--- src/paft_pkg.sv ---
// Shared types, constants and helpers for the polygon affine transform block.
// Used by polygon_affine_transform and paft_divider; depends on nothing.
package paft_pkg;

  localparam int COORD_W       = 24;
  localparam int COEF_W        = 16;
  localparam int IDX_W         = 6;
  localparam int CNT_W         = 7;
  localparam int SCR_W         = 12;
  localparam int MODE_W        = 4;
  localparam int CFG_IDX_W     = 1;
  localparam int MAX_VERTS_DEF = 64;
  localparam int RESET_WIDTH   = 640;
  localparam int RESET_HEIGHT  = 480;

  // Multiplier operands, product, accumulator and divisor widths.
  localparam int MA_W  = COORD_W + 1;
  localparam int MB_W  = COEF_W + 1;
  localparam int P_W   = MA_W + MB_W;
  localparam int ACC_W = 60;
  localparam int K_W   = 32;
  localparam int DEN_W = K_W + 1;

  typedef logic signed [ACC_W-1:0]   acc_t;
  typedef logic signed [COORD_W-1:0] coord_t;

  typedef struct packed {
    coord_t v;
    logic   sat;
  } clip_t;

  localparam logic [MODE_W-1:0] MODE_CLEAR     = 4'd0;
  localparam logic [MODE_W-1:0] MODE_LOAD      = 4'd1;
  localparam logic [MODE_W-1:0] MODE_TRANSLATE = 4'd2;
  localparam logic [MODE_W-1:0] MODE_ROTATE    = 4'd3;
  localparam logic [MODE_W-1:0] MODE_MIRROR_Y  = 4'd4;
  localparam logic [MODE_W-1:0] MODE_MIRROR_X  = 4'd5;
  localparam logic [MODE_W-1:0] MODE_MIRROR_XY = 4'd6;
  localparam logic [MODE_W-1:0] MODE_SHEAR     = 4'd7;
  localparam logic [MODE_W-1:0] MODE_SCALE     = 4'd8;
  localparam logic [MODE_W-1:0] MODE_REFLECT   = 4'd9;

  localparam logic [CFG_IDX_W-1:0] CFG_WIDTH  = 1'b0;
  localparam logic [CFG_IDX_W-1:0] CFG_HEIGHT = 1'b1;

  localparam acc_t COORD_MAX  = acc_t'(8388607);
  localparam acc_t COORD_MIN  = acc_t'(-8388608);
  localparam acc_t ROUND_HALF = acc_t'(2048);
  localparam logic [K_W-1:0] ONE_SQ = K_W'(1 << 24);

  function automatic acc_t sx(input logic [COORD_W-1:0] v);
    sx = {{(ACC_W-COORD_W){v[COORD_W-1]}}, v};
  endfunction

  function automatic clip_t clip24(input acc_t v);
    clip_t r;
    r.sat = 1'b0;
    r.v   = v[COORD_W-1:0];
    if (v > COORD_MAX) begin
      r.sat = 1'b1;
      r.v   = COORD_MAX[COORD_W-1:0];
    end else if (v < COORD_MIN) begin
      r.sat = 1'b1;
      r.v   = COORD_MIN[COORD_W-1:0];
    end
    clip24 = r;
  endfunction

endpackage

--- src/paft_divider.sv ---
// Restoring radix-2 divider giving the floor of a signed dividend by a positive divisor.
// One quotient bit per cycle; depends on paft_pkg.
module paft_divider import paft_pkg::*; (
  input  logic             clk_i,
  input  logic             rst_ni,
  input  logic             start_i,
  input  acc_t             num_i,
  input  logic [DEN_W-1:0] den_i,
  output logic             done_o,
  output acc_t             quo_o
);

  localparam int CW = $clog2(ACC_W + 1);

  logic             busy_q, done_q, neg_q;
  logic [CW-1:0]    cnt_q;
  logic [DEN_W-1:0] den_q, rem_q, rem_d;
  logic [ACC_W-1:0] q_q;
  logic [DEN_W:0]   trial;
  logic             ge;
  acc_t             quo_q;

  assign trial = {rem_q, q_q[ACC_W-1]};
  assign ge    = (trial >= {1'b0, den_q});

  always_comb begin
    logic [DEN_W:0] diff;
    diff  = trial - {1'b0, den_q};
    rem_d = ge ? diff[DEN_W-1:0] : trial[DEN_W-1:0];
  end

  always_ff @(posedge clk_i or negedge rst_ni) begin
    if (!rst_ni) begin
      busy_q <= 1'b0;
      done_q <= 1'b0;
      neg_q  <= 1'b0;
      cnt_q  <= '0;
      den_q  <= '0;
      rem_q  <= '0;
      q_q    <= '0;
      quo_q  <= '0;
    end else begin
      done_q <= 1'b0;
      if (start_i) begin
        busy_q <= 1'b1;
        neg_q  <= num_i[ACC_W-1];
        q_q    <= num_i[ACC_W-1] ? -num_i : num_i;
        rem_q  <= '0;
        den_q  <= den_i;
        cnt_q  <= CW'(ACC_W);
      end else if (busy_q) begin
        if (cnt_q != '0) begin
          rem_q <= rem_d;
          q_q   <= {q_q[ACC_W-2:0], ge};
          cnt_q <= cnt_q - CW'(1);
        end else begin
          // A negative dividend with a remainder rounds one further down.
          quo_q  <= neg_q ? (-$signed(q_q) - acc_t'(rem_q != '0)) : $signed(q_q);
          done_q <= 1'b1;
          busy_q <= 1'b0;
        end
      end
    end
  end

  assign done_o = done_q;
  assign quo_o  = quo_q;

endmodule

--- config.mk ---
export PLATFORM = sky130hd
export DESIGN_NAME = paft_divider
export DESIGN_NICKNAME = d
export VERILOG_FILES = /design/src/paft_pkg.sv /design/src/paft_divider.sv
export SDC_FILE = /design/constraint.sdc
export NUM_CORES = 1
export LEC_CHECK = 0
export ABC_CLOCK_PERIOD_IN_PS = 3700
export BUFFER_PORTS_ARGS = -buffer_cell sky130_fd_sc_hd__buf_2
export CORE_UTILIZATION = 35
export DETAILED_ROUTE_END_ITERATION = 8
export PLACE_DENSITY = 0.59
export SYNTH_ARGS = -nofsm -noshare
export SYNTH_HDL_FRONTEND = slang
export SYNTH_SLANG_ARGS = --single-unit
--- constraint.sdc ---
create_clock -name clk_i -period 3.7 [get_ports clk_i]
set_input_delay 0.74 -clock clk_i [delete_from_list [all_inputs] [get_ports clk_i]]
set_output_delay 0.74 -clock clk_i [all_outputs]
set_load 0.02 [all_outputs]
==> impl_metrics.tcl <==
set metrics [dict create \
    drc 0 \
    seq_power_share_pct 32.9 \
    vias 15000 \
    cts_made_buffers 17 \
    die_x_um 212 \
    fin_ws_ps 168 \
    core_um2 43300 \
    insertion_delay_ps 500 \
    grt_overflow 0 \
    ys_types 89 \
    cts_tree "yes" \
    port_buffers 156 \
    clock.fmax_mhz 283 \
    finalSetupViolCount 0 \
    drive_gt1_share_pct 16.5 \
    synthesis.nets 2096 \
    p_switching_uw 2860 \
    drtIter0Drc 1040 \
    start_util_pct 35.6 \
    max-cap-violations 0 \
    wl_met1_um 23400 \
    p_leak_uw 0.00822 \
    die_area_um2 44900 \
    worstMarginPinSlew_ps 988 \
    p_sw_share_pct 39.9 \
    wl_met2_um 25000 \
    routed_wl_um 52400 \
    track_usage_pct 23.7 \
    ys_seq_elements 195 \
    cellPowerDensity_nw_per_um2 397 \
    fin_nets 2264 \
    ys.flop_type "dfrtp_1" \
    grt_first_pass_wirelength_um 82000 \
    outcome "complete, no violations" \
    route.met3.wl_um 2830 \
    gp_congestion 0.927 \
    htree_num_levels 4 \
    path_clk_slew_ps 80 \
    irDropWorstVdd_uv 425 \
    slew_viol_final 0 \
    core.rowCount 76 \
    ys_top_cells_by_area "dfrtp_1, ha_1, o21ai_0, nand2_1, a21oi_1" \
    synth_top_area_cell "dfrtp_1" \
    hold_violations 0 \
    synth_edf_count 0 \
    min_period_ps 3530 \
    via_per_inst 5.64 \
    async_flop_share_pct 100 \
    yosys.area.top_type_share_pct 31.7 \
    cp-end-kind "register" \
    p_int_uw 4300 \
    period_share_pct 95.5 \
    p_total_uw 7160 \
    dp_slack_ps -374 \
    routedWlPerCell_um 19.7 \
    stdcell_count 2667 \
    place_inst 2627 \
    antenna_cells 0 \
    areaGrowthSynthToFinish_pct 17.0 \
    crit_required_ps 4030 \
    syn_area_per_cell_um2 8.10 \
    grt_max_degree 116 \
    io_pins 157 \
    place_hpwl_um 39600 \
    cp_data_arrival_time_ps 3860 \
    relSlewSlack_pct 34.1 \
    ant_nets 0 \
    hold_buffers 0 \
    startpoint_type "register" \
    clkPwrFrac_pct 27.6 \
    dr.pass1.iters 8 \
    rsz0062_at_grt "true" \
    antenna_found_initial 0 \
    die_height_um 212 \
    cts.sinks 195 \
    maxUsedRoutingLayer "met4" \
    yosysSeqAreaShare_pct 31.7 \
    critPathMaxFanout 3 \
    combPwrFrac_pct 39.4 \
    grt_pass1_vias 14600 \
    utilization_pct 41.7 \
    cts_buffer_depth 2 \
    criticalPathCategory "register to register" \
    netlist_instances 1901 \
    cts-root-buf "clkbuf_16" \
    clock_skew_ps 15.7 \
    hold_class "input port to asynchronous set/reset pin" \
    ys_warn_count 0 \
    synth_area_um2 15400 \
]
[layout by cell type (no fill, tap or decap), types with 14 or more instances in the layout]
master / n
nand3_1: 41
o31ai_1: 17
a21o_1: 29
clkbuf_16: 17
xor2_1: 57
a31oi_1: 16
buf_4: 85
o221ai_1: 48
inv_1: 128
nor3_1: 46
ha_1: 95
a211oi_1: 14
o21ai_0: 193
nor2_1: 105
buf_2: 154
mux2i_1: 55
dfrtp_1: 194
a21oi_1: 142
nand2_1: 247
xnor2_1: 73
o21bai_1: 18
nor4_1: 18
and3_1: 14
nand4_1: 34
[final timing paths]
| kind | startpoint | endpoint | slack, ps | depth (start not counted) |
|---|---|---|---|---|
| max in group asynchronous | rst_ni | quo_o[4] | 2580 | 2 |
| hold / removal | rst_ni | quo_o[20] | 270 | 1 |
| min in group clk_i | den_i[22] | den_q[22] | 440 | 3 |
| setup / recovery | rem_q[25] | quo_o[51] | 170 | 18 |
| setup reg to reg | rem_q[25] | quo_o[51] | 170 | 18 |
| hold reg to reg | quo_o[26] | quo_o[26] | 480 | 2 |
[sequential cells by signal, summed over array words and instances (netlist names)]
signal  flops
busy_q      1
cnt_q       6
den_q      33
done_o      1
neg_q       1
q_q        60
quo_o      60
rem_q      33
[per-stage QoR]
step / area [um2] / hold slack [ps] / TNS (ps)
after detailed placement: 17200 / 467 / -1520
after global routing: 18000 / 317 / -115
after CTS: 17900 / 290 / 0
after floorplan: 15400 / 444 / 0
after global placement: 17200 / 459 / -895
final: 18000 / 269 / 0
[per-layer routing]
layer  track usage [%]  vias to the layer above
met5                 0                        -
met4              7.87                        0
met3              4.52                       64
met2              39.4                      440
met1              30.7                     7308
li1                  -                     7226
[synthesized netlist by cell type, types with 18 or more instances]
cell and instances:
a21o_1 29, a21oi_1 143, a31oi_1 18, clkbuf_1 76, dfrtp_1 195, ha_1 98
inv_1 129, mux2i_1 55, nand2_1 249, nand3_1 41, nand4_1 34, nor2_1 105
nor3_1 49, nor4_1 20, o21ai_0 197, o21bai_1 19, o221ai_1 49, o31ai_1 19
xnor2_1 73, xor2_1 57
[critical path, cell delays in order, from the launching register on]
cell and delay, ps:
dfrtp_1 420, nor4_4 300, buf_4 150, nand4_1 130
nor3_2 180, ha_2 240, ha_4 140, inv_2 40
ha_4 150, o21bai_4 140, a221oi_4 90, o31ai_4 240
a21boi_2 120, nor3_4 240, o31a_1 270, a31oi_4 140
buf_6 150, xor2_1 120, a31oi_1 90
[what timing repair did]
item                                    4_1_cts  5_1_grt
pin swaps                                    11       18
gates resized for setup                      17       18
endpoints found under the setup margin       12       33
setup buffers                                 4        5
[cell type report]
cell class | count | area [um2]
Fill cell | 4407 | 25200
Multi-Input combinational cell | 1480 | 9840
Sequential cell | 195 | 4880
Timing Repair Buffer | 244 | 1490
Tap cell | 585 | 732
Inverter | 131 | 492
Clock buffer | 18 | 429
Clock inverter | 14 | 158
[cells by family (layout without fill, tap and decap cells)]
| kind of cell | after synthesis | after routing | synth area share (%) |
|---|---|---|---|
| AO/OA/AOI/OAI | 601 | 601 | 25.1 |
| XOR/XNOR | 130 | 130 | 7.39 |
| adder cells (fa/ha/maj) | 99 | 99 | 8.09 |
| buffers and inverters | 226 | 407 | 5.67 |
| flip-flops | 195 | 195 | 31.7 |
| multiplexers | 58 | 58 | 3.79 |
| AND/OR/NAND/NOR | 592 | 592 | 18.3 |
[power by group through the flow]
stage / clock [uW] / combinational [uW] / sequential (uW)
floorplan: 0 / 1890 / 2370
global placement: 0 / 2660 / 2390
detailed placement: 0 / 2670 / 2400
CTS: 2030 / 2730 / 2360
global route: 2090 / 3100 / 2370
finish: 1980 / 2820 / 2360
Note: power is estimated with default switching activity, not from simulation.
